### src/design/jrd_pkg.sv
// ----------------------------------------------------------------------------
// jrd_pkg
// shared types and constants of the radial deadzone block
// ----------------------------------------------------------------------------
package jrd_pkg;

  localparam int FRAC_BITS  = 15;
  localparam int FIFO_DEPTH = 2;
  localparam int FIFO_PTR_W = $clog2(FIFO_DEPTH);
  localparam int FIFO_CNT_W = $clog2(FIFO_DEPTH + 1);

  // register map
  localparam logic REG_STICK_DZ = 1'b0;
  localparam logic REG_TRIG_DZ  = 1'b1;

  // input mode codes
  localparam logic MODE_STICK = 1'b0;
  localparam logic MODE_TRIG  = 1'b1;

  // pipeline depth of the back end
  localparam int SQ_STEPS = 16;
  localparam int DV_STEPS = FRAC_BITS;
  localparam int SC_STEPS = 16;
  localparam int S_SET    = 1 + SQ_STEPS;
  localparam int S_MUL    = S_SET + 1 + DV_STEPS;
  localparam int N_STG    = S_MUL + 1 + SC_STEPS;

  // classified sample from the front end
  typedef struct packed {
    logic               mode;
    logic               negx;
    logic               negy;
    logic [15:0]        ax;
    logic [15:0]        ay;
    logic [30:0]        xsq;
    logic [30:0]        ysq;
    logic               tok;
    logic [14:0]        tnum;
  } item_t;

  typedef struct packed {
    logic                  full;
    logic                  empty;
    logic [FIFO_CNT_W-1:0] count;
  } fifo_st_t;

endpackage

### src/design/jrd_front.sv
// ----------------------------------------------------------------------------
// jrd_front
// takes samples, squares the axes and classifies the trigger level
// ----------------------------------------------------------------------------
module jrd_front (
  input  logic                 clk_i,
  input  logic                 rst_ni,
  input  logic                 push_i,
  output logic                 full_o,
  input  logic                 mode_i,
  input  logic signed [15:0]   axis_x_i,
  input  logic signed [15:0]   axis_y_i,
  input  logic signed [15:0]   trigger_level_i,
  input  logic [14:0]          dz_trig_i,
  input  logic                 fifo_full_i,
  output logic                 item_valid_o,
  output jrd_pkg::item_t       item_o
);

  logic           vld_q, vld_d;
  jrd_pkg::item_t item_q, item_d;
  logic           take;
  logic signed [31:0] xsq, ysq;

  assign full_o       = vld_q && fifo_full_i;
  assign take         = push_i && !full_o;
  assign item_valid_o = vld_q;
  assign item_o       = item_q;

  assign xsq = axis_x_i * axis_x_i;
  assign ysq = axis_y_i * axis_y_i;

  always_comb begin
    item_d      = item_q;
    vld_d       = vld_q;
    if (vld_q && !fifo_full_i) begin
      vld_d = 1'b0;
    end
    if (take) begin
      vld_d        = 1'b1;
      item_d.mode  = mode_i;
      item_d.negx  = axis_x_i[15];
      item_d.negy  = axis_y_i[15];
      item_d.ax    = axis_x_i[15] ? 16'(-axis_x_i) : 16'(axis_x_i);
      item_d.ay    = axis_y_i[15] ? 16'(-axis_y_i) : 16'(axis_y_i);
      item_d.xsq   = xsq[30:0];
      item_d.ysq   = ysq[30:0];
      // negative levels never clear the deadzone
      item_d.tok   = !trigger_level_i[15] && (trigger_level_i[14:0] >= dz_trig_i);
      item_d.tnum  = trigger_level_i[14:0] - dz_trig_i;
    end
  end

  always_ff @(posedge clk_i or negedge rst_ni) begin
    if (!rst_ni) begin
      vld_q <= 1'b0;
    end else begin
      vld_q <= vld_d;
    end
  end

  always_ff @(posedge clk_i) begin
    item_q <= item_d;
  end

endmodule

### config.mk
export PLATFORM = sky130hd
export DESIGN_NAME = jrd_front
export DESIGN_NICKNAME = d
export VERILOG_FILES = /design/src/design/jrd_pkg.sv /design/src/design/jrd_front.sv
export SDC_FILE = /design/constraint.sdc
export NUM_CORES = 1
export LEC_CHECK = 0
export BUFFER_PORTS_ARGS = -buffer_cell sky130_fd_sc_hd__buf_2
export CAP_MARGIN = 20
export CORE_MARGIN = 2
export CORE_UTILIZATION = 31
export DETAILED_ROUTE_END_ITERATION = 10
export SLEW_MARGIN = 20
export SYNTH_ARGS = -nofsm -noshare
export SYNTH_HDL_FRONTEND = slang
export SYNTH_SLANG_ARGS = --single-unit
### constraint.sdc
create_clock -name clk_i -period 11.5 [get_ports clk_i]
set_clock_uncertainty 0.05 [all_clocks]
set_input_delay 1.15 -clock clk_i [delete_from_list [all_inputs] [get_ports clk_i]]
set_output_delay 1.15 -clock clk_i [all_outputs]
set_load 0.05 [all_outputs]
==> metrics.cfg <==
[sta]
worst_slew_pin_slew_ns = 0.9850
setup_slack_ns = 3.847
rsz0062_at_grt = false
slew_viol_final = 0
finalSetupViolCount = 0
timing.final.hold_violations = 0
slew-limit-headroom = 0.3377
period_share = 0.6655
finalCriticalPeriod_ns = 7.653
max_clock_freq_ghz = 0.1307
final.setup.tns_ns = 0

[floorplanning]
core_area_mm2 = 0.07112
dieArea_mm2 = 0.07362
ios = 183
die_height_um = 271.3
rows = 98
dieWidth_um = 271.3
start_util = 0.3115

[run_status]
status = finished clean

[setup_path]
cp_slowest_stage_delay_ns = 0.60
cpMostUsedCell = fa_1
r2r-end = item_o[83]
cp-start-kind = input pin
cpLargestDelayFamily = adder cells
critPathSlowestCell = fa_1
r2r_cells = 4
arrival_ns = 7.76
cp.required_ns = 11.61
crit_chain = buf_2 -> inv_1 -> nor2_1 -> fa_1 -> fa_1 -> fa_1 -> fa_1 -> fa_1 -> inv_1 -> fa_1 -> inv_1 -> ha_1 -> a21o_1 -> a21o_1 -> a221oi_1 -> nand2_1 -> o21ai_1 -> o2111ai_1 -> a21oi_1 -> xnor2_1
path_max_fanout = 27
critPathKind = input pin to flip-flop
r2r_start = item_valid_o
regToRegSetupSlack_ns = 8.93
endpoint_kind = flip-flop
cp_num_buf_inv = 4

[cts]
cts_hold_buf = 0
post_cts_buffers = 0
htree_levels = 3
tritoncts = built
cts_root_buffer = clkbuf_16
cts-resized-gates = 0
ctsLongestPathBuffers = 2
path_clk_slew_ns = 0.09
cts_num_sinks = 110
worstSkewPairLatency_ns = 0.39
cts_made_buffers = 9

[placed_design]
place_ws_ns = 3.445
gp_congestion = 0.8336
io_buffers = 180
post-dp-hpwl_um = 41910

[route]
finalWirelength_um = 50500
avgViaCountPerCell = 4.453
drc = 0
drtPass1Iterations = 5
wl_per_cell_um = 15.03
drtIter0Drc = 676
num_vias = 14958
postRouteAntennaNets = 0

[yosys]
yosysTopAreaCellShare = 0.4148
synth_compound_area_frac = 0.06111
synthMuxAreaShare = 0.001017
synth_top_family_by_area = adder cells
ys_seq_area_frac = 0.1489
ys_ff_latch = 110
synthCells = 2266
yosys.cell_types.count = 64
synth-simple-area-share = 0.09149
yosys.area.top_type = fa_1
synth_fa_ha_area_frac = 0.5249
syn-mean-instance-area_um2 = 9.777
ys.flop_type = edfxtp_1
synthArstFlopShare = 0.009091
synth_area_leaders = fa_1, edfxtp_1, inv_1, ha_1, xnor2_1
syn-cell-area_mm2 = 0.02215
synthXorXnorAreaFrac = 0.04823
synth_warnings = 0
synth_edf_count = 109

[global_route]
grt_pass1_vias = 16097
grt-ovfl-total = 0
grt_pass1_wl_um = 83550
antenna_found_initial = 0
track_usage = 0.1441
grt_max_degree = 60

[final_layout]
area_delta_synth_final_pct = 9.900
fillers = 7372
drive_gt1_frac = 0.09510
nets = 3125
most-common-layout-cells = inv_1, fa_1, ha_1
final_common_cell = inv_1

[job]
drv_cap = 0

[worst_hold_path]
hold_class = input pin to asynchronous set/reset pin

==> routing by layer <==
metal  part of all wire  GRT usage  wire length [µm]
met5                  0          0                 0
met4              0.018    0.04078               907
met3              0.045    0.01849              2276
met2               0.48     0.2394             24090
met1               0.46     0.1974             23220
==> per-stage QoR <==
stage               std cells  hold WS [ns]  instance area, µm²    util
floorplan                2267        0.8044               22160       -
global placement         3342        0.6198               24050  0.3381
detailed placement       3342        0.6220               24050  0.3381
CTS                      3358        0.4172               24350  0.3423
global route             3358        0.4265               24350  0.3423
finish                   3359        0.4574               24350  0.3424
==> state kept, by name, indices dropped and copies added, names as in the netlist <==
| name | count |
|---|---|
| item_o | 109 |
| item_valid_o | 1 |
==> synth_stat cells (all sizes together) (6+ instances only) <==
cell and instances:
a211oi 6, a21o 27, a21oi 54, a31o 10, a31oi 6, and2 54, and3 11, buf 8
clkbuf 50, clkinv 7, edfxtp 109, fa 459, ha 195, inv 664, nand2 184, nand3 12
nor2 121, nor2b 9, nor3 14, o21a 7, o21ai 38, o21bai 11, o31ai 9, or2 10
or4 6, xnor2 99, xor2 23
==> area by class of cell <==
type | count | area, µm² | share of cell area
clock buffer | 10 | 229.0 | 0.009404
inverter | 671 | 2520 | 0.1035
sequential | 110 | 3298 | 0.1355
tap | 950 | 1189 | 0.04882
timing repair buffer | 183 | 923.4 | 0.03792
antenna | 1 | 2.502 | 0.0001028
multi-input combinational | 1428 | 16120 | 0.6619
clock inverter | 6 | 71.32 | 0.002929
==> worst max-delay path by stage <==
stage / depth (start not counted) / from / end / slack [ns]
after floorplan: 23 / axis_x_i[15] / item_o[76] / 4.07
after global placement: 20 / axis_y_i[15] / item_o[46] / 3.51
after detailed placement: 20 / axis_y_i[15] / item_o[46] / 3.45
after CTS: 22 / axis_x_i[15] / item_o[77] / 3.87
after global routing: 20 / axis_y_i[15] / item_o[46] / 3.43
final: 20 / axis_y_i[15] / item_o[46] / 3.85
==> cells by family (layout without fill, tap and decap cells) <==
family,Yosys count,after routing
buf+inv,729,870
xor+xnor,122,122
simple gates,445,445
flops,110,110
compound gates,203,203
other cells,1,3
fa+ha+maj,654,654
mux,2,2
Power is left out: the tool's default activity adds up to more than one toggle a clock period on the data nets, which glitch-free logic cannot reach.
