`config.mk`:
```
export PLATFORM = sky130hd
export DESIGN_NAME = jrd_fifo
export DESIGN_NICKNAME = d
export VERILOG_FILES = /design/src/design/jrd_pkg.sv /design/src/design/jrd_fifo.sv
export SDC_FILE = /design/constraint.sdc
export NUM_CORES = 1
export LEC_CHECK = 0
export ABC_AREA = 1
export BUFFER_PORTS_ARGS = -buffer_cell sky130_fd_sc_hd__buf_2
export CAP_MARGIN = 5
export CORE_MARGIN = 3
export CORE_UTILIZATION = 50
export CTS_CLUSTER_SIZE = 8
export DETAILED_ROUTE_END_ITERATION = 10
export GPL_TIMING_DRIVEN = 0
export PLACE_DENSITY = 0.77
export SLEW_MARGIN = 10
export SYNTH_ARGS = -nofsm -noshare
export SYNTH_HDL_FRONTEND = slang
export SYNTH_SLANG_ARGS = --single-unit
```
`constraint.sdc`:
```
create_clock -name clk_i -period 8.4 [get_ports clk_i]
set_input_delay 1.68 -clock clk_i [delete_from_list [all_inputs] [get_ports clk_i]]
set_output_delay 1.68 -clock clk_i [all_outputs]
set_load 0.01 [all_outputs]
```
`src/design/jrd_pkg.sv`:
```
// ----------------------------------------------------------------------------
// jrd_pkg
// shared types and constants of the radial deadzone block
// ----------------------------------------------------------------------------
package jrd_pkg;

  localparam int FRAC_BITS  = 15;
  localparam int FIFO_DEPTH = 2;
  localparam int FIFO_PTR_W = $clog2(FIFO_DEPTH);
  localparam int FIFO_CNT_W = $clog2(FIFO_DEPTH + 1);

  // register map
  localparam logic REG_STICK_DZ = 1'b0;
  localparam logic REG_TRIG_DZ  = 1'b1;

  // input mode codes
  localparam logic MODE_STICK = 1'b0;
  localparam logic MODE_TRIG  = 1'b1;

  // pipeline depth of the back end
  localparam int SQ_STEPS = 16;
  localparam int DV_STEPS = FRAC_BITS;
  localparam int SC_STEPS = 16;
  localparam int S_SET    = 1 + SQ_STEPS;
  localparam int S_MUL    = S_SET + 1 + DV_STEPS;
  localparam int N_STG    = S_MUL + 1 + SC_STEPS;

  // classified sample from the front end
  typedef struct packed {
    logic               mode;
    logic               negx;
    logic               negy;
    logic [15:0]        ax;
    logic [15:0]        ay;
    logic [30:0]        xsq;
    logic [30:0]        ysq;
    logic               tok;
    logic [14:0]        tnum;
  } item_t;

  typedef struct packed {
    logic                  full;
    logic                  empty;
    logic [FIFO_CNT_W-1:0] count;
  } fifo_st_t;

endpackage

```
`src/design/jrd_fifo.sv`:
```
// ----------------------------------------------------------------------------
// jrd_fifo
// short queue between front and back end
// ----------------------------------------------------------------------------
module jrd_fifo (
  input  logic               clk_i,
  input  logic               rst_ni,
  input  logic               push_i,
  input  jrd_pkg::item_t     data_i,
  input  logic               pop_i,
  output jrd_pkg::item_t     data_o,
  output jrd_pkg::fifo_st_t  status_o
);

  jrd_pkg::item_t                      mem_q [jrd_pkg::FIFO_DEPTH];
  logic [jrd_pkg::FIFO_PTR_W-1:0]      wptr_q, rptr_q;
  logic [jrd_pkg::FIFO_CNT_W-1:0]      cnt_q, cnt_d;
  logic                                do_push, do_pop;

  assign status_o.full  = (cnt_q == jrd_pkg::FIFO_CNT_W'(jrd_pkg::FIFO_DEPTH));
  assign status_o.empty = (cnt_q == '0);
  assign status_o.count = cnt_q;
  assign do_push        = push_i && !status_o.full;
  assign do_pop         = pop_i && !status_o.empty;
  assign data_o         = mem_q[rptr_q];

  always_comb begin
    cnt_d = cnt_q;
    if (do_push && !do_pop) begin
      cnt_d = cnt_q + 1'b1;
    end else if (do_pop && !do_push) begin
      cnt_d = cnt_q - 1'b1;
    end
  end

  always_ff @(posedge clk_i or negedge rst_ni) begin
    if (!rst_ni) begin
      wptr_q <= '0;
      rptr_q <= '0;
      cnt_q  <= '0;
    end else begin
      cnt_q <= cnt_d;
      if (do_push) begin
        wptr_q <= wptr_q + 1'b1;
      end
      if (do_pop) begin
        rptr_q <= rptr_q + 1'b1;
      end
    end
  end

  always_ff @(posedge clk_i) begin
    if (do_push) begin
      mem_q[wptr_q] <= data_i;
    end
  end

endmodule

```
==> impl_metrics.json, run 1 <==
{
  "synth_flop_cell": "edfxtp_1",
  "start_util_pct": 52.2,
  "drtAntennaViolNets": 0,
  "skew_ns": 0.0122,
  "path_class": "reg2out",
  "place.gp.congestion": 0.759,
  "worst_ep_required_time_ns": 6.72,
  "dp_cells": 1077,
  "hold_class": "reg2reg",
  "yosysMostFrequentCell": "nand2_1",
  "rr_worst_depth": 6,
  "fill_cells": 1143,
  "nNetsFinal": 1015,
  "vias_per_cell": 4.84,
  "crit_chain": "buf_4, inv_4, buf_6, buf_6, nand2_1, nand2_1, buf_2",
  "avgSynthCellArea_um2": 13.6,
  "syn_area_um2": 8470,
  "wl_per_cell_um": 15.4,
  "cts_made_buffers": 34,
  "yosysTopAreaCell": "edfxtp_1",
  "hold_slack_ns": 0.492,
  "synth-compound-area-share_pct": 0.118,
  "antenna_found_initial": 4,
  "crit_cells": 7,
  "cts_max_level": 2,
  "cts_tree": "done",
  "cpPeakStageDelay_ns": 0.36,
  "synth_simple_gate_area_share_pct": 15.8,
  "critPathMaxFanout": 10,
  "fin_cells": 1122,
  "cp_num_buf_inv": 5,
  "drv_cap": 0,
  "power.leakage_nw": 4.81,
  "endpoint_kind": "primary output",
  "worst_pin_slew_ns": 0.469,
  "slew_violations": 0,
  "synth_edf_count": 226,
  "slew_headroom_pct": 68.8,
  "p_per_area_nw_per_um2": 371,
  "yosys.cell_types.count": 15,
  "hold_viol": 0,
  "min_period_ns": 3.40,
  "io_pins": 234,
  "cp_top_family": "buffers and inverters",
  "die-area_um2": 18500,
  "synth_top_family_by_area": "simple AND/OR/NAND/NOR gates",
  "hpwl_um": 11500,
  "outcome": "completed",
  "grt_usage_pct": 18.6,
  "fin_util_pct": 67.7,
  "netlist_instances": 622,
  "clkTransAtPathRegs_ns": 0.05,
  "chipHeight_um": 136,
  "area_growth_pct": 29.8,
  "worst_setup_path_start_kind": "register",
  "postCtsSetupBuffers": 0,
  "ctsResizeCount": 0,
  "insertion_delay_ns": 0.48,
  "slowest_stage": "dfrtp_1",
  "cts_sinks": 230,
  "gr-total-overflow": 0,
  "tns_ns": 0,
  "hold_buffers": 0,
  "rsz0062_at_grt": "false",
  "dr.pass1.iters": 5,
  "drt_wl_total_um": 17300,
  "hold_depth": 2,
  "synthMuxAreaShare_pct": 0,
  "synthTopCellsByCount": "348 x nand2_1, 226 x edfxtp_1, 15 x buf_2, 8 x buf_6, 7 x inv_1",
  "drc_errors": 0,
  "coreArea_um2": 16200,
  "grt_pass1_wl_um": 26300,
  "cp.arrival_ns": 1.72,
  "num_vias": 5427,
  "period_share_pct": 40.5,
  "synthXorXnorAreaFrac_pct": 0.103,
  "die_x_um": 136,
  "synth_warnings": 0,
  "drive_gt1_share_pct": 33.5,
  "synth_nets": 740,
  "grt_pass1_vias": 5389,
  "row_count": 46,
  "async_flop_share_pct": 1.74,
  "cts_root_buf": "clkbuf_16",
  "portBuffers": 233,
  "peakVddDrop_mv": 0.251,
  "ys_ff_latch": 230,
  "setup_violations": 0,
  "yosysSeqAreaShare_pct": 81.3,
  "fmax_mhz": 294,
  "clock_path_buffers": 3,
  "yosys-top-cells-area": "edfxtp_1 80%, nand2_1 15%, dfrtp_1 1.2%",
  "synth-adder-area-share_pct": 0.148,
  "synth_top_area_share_pct": 80.1,
  "drtIter0Drc": 263,
  "grt_start_max_net_pins": 68
}
==> per-layer routing <==
layer	vias up	share of wire [%]	GRT usage, %
met3	63	8.9	5.77
met4	4	4.3	10.5
met5	-	0.12	0
met2	221	49	31.1
met1	2487	38	21.3
li1	2652	-	-
==> worst paths after layout <==
path	from	endpoint	slack [ns]
worst max-delay path	rptr_q$_DFFE_PN0P_	data_o[74]	5.00
max in group asynchronous	rst_ni	cnt_q[1]$_DFFE_PN0P_	7.28
worst min register to register	wptr_q$_DFFE_PN0P_	wptr_q$_DFFE_PN0P_	0.49
worst min-delay path	wptr_q$_DFFE_PN0P_	wptr_q$_DFFE_PN0P_	0.49
worst max register to register	cnt_q[1]$_DFFE_PN0P_	mem_q[0][46]$_DFFE_PP_	6.37
min in group asynchronous	rst_ni	rptr_q$_DFFE_PN0P_	1.00
==> where the power goes <==
| part | internal (mW) | leakage (nW) | switching [mW] |
|---|---|---|---|
| registers | 1.57 | 2.15 | 0.0606 |
| logic | 0.461 | 2.21 | 0.823 |
| clock network | 0.739 | 0.444 | 0.426 |
==> stage by stage <==
stage          instance area [um2]  total power [mW]  setup slack, ns
3_5_place_dp                 10100              2.94             5.15
5_1_grt                      11000              4.31             4.90
6_report                     11000              4.08             5.00
4_1_cts                      11000              4.13             4.95
3_3_place_gp                  9910              2.92            -1.14
2_1_floorplan                 8470              2.40             1.33
==> registers in the layout (all words and copies together), names as in the netlist <==
| signal | count |
|---|---|
| rptr_q | 1 |
| cnt_q | 2 |
| wptr_q | 1 |
| mem_q | 226 |
==> final cells by class <==
class	count	area [um2]	share of cell area, %
flip-flops and latches	230	6890	62.6
multi-input cells	359	1380	12.5
repair buffers	239	1320	12.0
clock buffers	42	902	8.21
well taps	216	270	2.46
plain buffers	25	180	1.64
inverters	8	37.5	0.341
clock inverters	1	8.76	0.0797
diodes	2	5.00	0.0455
==> tightest hold or removal path: cells and delay by family (launching register included) <==
family / cells / cell delay (ns)
flip-flops: 1 / 0.35
AND/OR/NAND/NOR: 2 / 0.11
==> logic make-up after synthesis <==
logic type	count (synthesis)
adders and majority gates	1
xor gates and xnor gates	1
and+or+nand+nor	355
DFF	230
buffers and inverters	33
AOI/OAI and AO/OA	2
==> cell usage in the layout, fill, tap and decap left out <==
cell type  synthesis  layout
nand2_1          348     348
buf_2             15     248
edfxtp_1         226     226
clkbuf_16          0      35
buf_6              8       8
clkbuf_1           0       7
inv_1              7       6
buf_16             0       5
dfrtp_1            4       4
nor2_1             4       3
diode_2            0       2
buf_4              2       2
o21ai_0            2       2
inv_6              0       2
inv_4              1       1
nor2_4             0       1
xnor2_1            1       1
nand3b_1           1       1
nand3_1            1       1
nand4_1            1       1
ha_1               1       1
buf_12             0       1
Power figures use the tool's default switching activity.
==> inputs of run 2 (changes only) <==
--- a/config.mk
+++ b/config.mk
@@ -5,15 +5,15 @@
 export SDC_FILE = /design/constraint.sdc
 export NUM_CORES = 1
 export LEC_CHECK = 0
-export ABC_AREA = 1
+export ABC_AREA = 0
 export BUFFER_PORTS_ARGS = -buffer_cell sky130_fd_sc_hd__buf_2
 export CAP_MARGIN = 5
 export CORE_MARGIN = 3
-export CORE_UTILIZATION = 50
+export CORE_UTILIZATION = 47
 export CTS_CLUSTER_SIZE = 8
 export DETAILED_ROUTE_END_ITERATION = 10
 export GPL_TIMING_DRIVEN = 0
-export PLACE_DENSITY = 0.77
+export PLACE_DENSITY = 0.76
 export SLEW_MARGIN = 10
 export SYNTH_ARGS = -nofsm -noshare
 export SYNTH_HDL_FRONTEND = slang
==> constraint.sdc (replaced) <==
create_clock -name clk_i -period 3 [get_ports clk_i]
set_input_delay 0.6 -clock clk_i [delete_from_list [all_inputs] [get_ports clk_i]]
set_output_delay 0.6 -clock clk_i [all_outputs]
set_load 0.01 [all_outputs]
==> impl_metrics.json, run 2 <==
{
  "power.leakage_nw": 4.41,
  "drive_gt1_share_pct": 61.7,
  "outcome": "completed",
  "largest_reg_flops": 226,
  "skew_ns": 0.0103,
  "p_clk_share_pct": 29.2,
  "yosys-top-cells-area": "edfxtp_1 79%, mux2_4 10%, mux2_2 6.9%",
  "hpwl_um": 11500,
  "die-area_um2": 20000,
  "synthTopCellsByCount": "226 x edfxtp_1, 60 x mux2_4, 53 x mux2_2, 7 x buf_6, 5 x buf_2",
  "ys_ff_latch": 230,
  "seqPwrFrac_pct": 40.1,
  "grt_usage_pct": 16.3,
  "nNetsFinal": 764,
  "power.switching_mw": 3.14,
  "fmax_mhz": 421,
  "insertion_delay_ns": 0.48,
  "hold_viol": 0,
  "postCtsSetupBuffers": 0,
  "portBuffers": 233,
  "swShare_pct": 27.5,
  "p_int_mw": 8.30,
  "drtIter0Drc": 255,
  "rsz0062_at_grt": "false",
  "die_x_um": 141,
  "gr-total-overflow": 0,
  "hold_slack_ns": 0.307,
  "drc_errors": 0,
  "grt_pass1_vias": 4888,
  "place.gp.congestion": 0.752,
  "yosysSeqAreaShare_pct": 80.1,
  "coreArea_um2": 17600,
  "dp_cells": 834,
  "slew_violations": 0,
  "area_growth_pct": 29.5,
  "tns_ns": 0,
  "cp.arrival_ns": 1.77,
  "ctsResizeCount": 0,
  "grt_pass1_wl_um": 25400,
  "slew_headroom_pct": 45.8,
  "avgSynthCellArea_um2": 23.2,
  "syn_area_um2": 8600,
  "drv_cap": 0,
  "drtAntennaViolNets": 0,
  "dr.pass1.iters": 5,
  "cts_tree": "done",
  "io_pins": 234,
  "critPathMaxFanout": 10,
  "antenna_cells": 0,
  "endpoint_kind": "primary output",
  "fin_util_pct": 63.3,
  "top_register": "mem_q",
  "drt_wl_total_um": 16500,
  "worst_pin_slew_ns": 0.814,
  "p_per_area_nw_per_um2": 1030,
  "synth_edf_count": 226,
  "p_comb_share_pct": 30.7,
  "row_count": 48,
  "synth_warnings": 0,
  "cts_root_buf": "clkbuf_16",
  "synth_top_area_share_pct": 78.9,
  "path_class": "reg2out",
  "yosysTopAreaCell": "edfxtp_1",
  "totalPowerFinal_mw": 11.4,
  "final_common_cell": "buf_2",
  "num_vias": 4424,
  "vias_per_cell": 5.04,
  "fin_cells": 878,
  "reg_top3": "mem_q x226, cnt_q x2",
  "wl_per_cell_um": 18.8,
  "yosysMostFrequentCell": "edfxtp_1",
  "setup_violations": 0,
  "grt_start_max_net_pins": 59,
  "chipHeight_um": 141,
  "final_cell_mix": "238 x buf_2, 226 x edfxtp_1, 60 x mux2_4, 53 x mux2_2, 37 x clkbuf_16",
  "yosys.cell_types.count": 16,
  "synth_nets": 489,
  "period_share_pct": 79.1,
  "async_flop_share_pct": 1.74,
  "start_util_pct": 48.9,
  "clkTransAtPathRegs_ns": 0.05,
  "cts_max_level": 2,
  "netlist_instances": 371,
  "cts_made_buffers": 34,
  "cts_sinks": 230,
  "hold_buffers": 1,
  "worst_setup_path_start_kind": "register",
  "hold_class": "in2reg",
  "synth_flop_cell": "edfxtp_1",
  "antenna_found_initial": 1,
  "worst_ep_required_time_ns": 2.40,
  "min_period_ns": 2.37,
  "peakVddDrop_mv": 0.861,
  "clock_path_buffers": 3
}
## run 2: cell types whose count changed after synthesis, moves of 5 or more
| cell | change |
|---|---|
| nand2_1 | -347 |
| mux2_4 | +60 |
| mux2_2 | +53 |
| buf_2 | -10 |
| inv_1 | -5 |
## run 2: through the flow
| stage | worst slack, ns | instance area (um2) |
|---|---|---|
| 4_1_cts | 0.573 | 11100 |
| 3_3_place_gp | -0.669 | 10100 |
| 5_1_grt | 0.541 | 11100 |
| 2_1_floorplan | 0.155 | 8610 |
| 3_5_place_dp | 0.743 | 10200 |
| 6_report | 0.627 | 11100 |
## run 2: cell families after synthesis
group,after synthesis,share of synthesized area [%]
xor+xnor,5,0.509
fa+ha+maj,1,0.145
buf+inv,15,1.47
simple gates,6,0.320
compound gates,1,0.0581
mux,113,17.4
flops,230,80.1
## run 2: per-layer routing
| metal | share of wire (%) | track usage, % |
|---|---|---|
| met4 | 2.3 | 5.66 |
| met2 | 51 | 28.4 |
| met3 | 9.7 | 5.12 |
| met1 | 37 | 19.1 |
| met5 | 0.079 | 0 |
## run 2: cell type report
type,instances,area [um2]
flip-flops and latches,230,6890
fillers,1236,6460
multi-input cells,126,1600
repair buffers,239,1290
clock buffers,43,948
well taps,225,282
plain buffers,13,119
inverters,2,7.51
## run 2: worst paths after layout
| check | to | startpoint | cells past startpoint | slack [ns] |
|---|---|---|---|---|
| max in group asynchronous | cnt_q[0]$_DFFE_PN0P_ | rst_ni | 2 | 2.38 |
| min in group asynchronous | rptr_q$_DFFE_PN0P_ | rst_ni | 2 | 0.49 |
| setup / recovery | data_o[67] | rptr_q$_DFFE_PN0P_ | 5 | 0.63 |
| setup reg to reg | mem_q[0][90]$_DFFE_PP_ | cnt_q[0]$_DFFE_PN0P_ | 5 | 0.78 |
| hold reg to reg | wptr_q$_DFFE_PN0P_ | wptr_q$_DFFE_PN0P_ | 1 | 0.57 |
| hold / removal | mem_q[0][11]$_DFFE_PP_ | data_i[11] | 1 | 0.31 |
## run 2: critical path, stage by stage (launching register included)
cell     delay [ns]
dfrtp_1        0.33
buf_6          0.14
buf_8          0.16
buf_6          0.19
mux2_4         0.33
buf_2          0.14
## run 2: power groups by stage
stage	clock network [mW]	logic, mW	registers [mW]
after global routing	3.59	3.77	4.65
after floorplan	0	2.27	4.62
after CTS	3.43	3.59	4.60
after detailed placement	0	3.57	4.65
after global placement	0	3.37	4.66
final	3.34	3.51	4.59
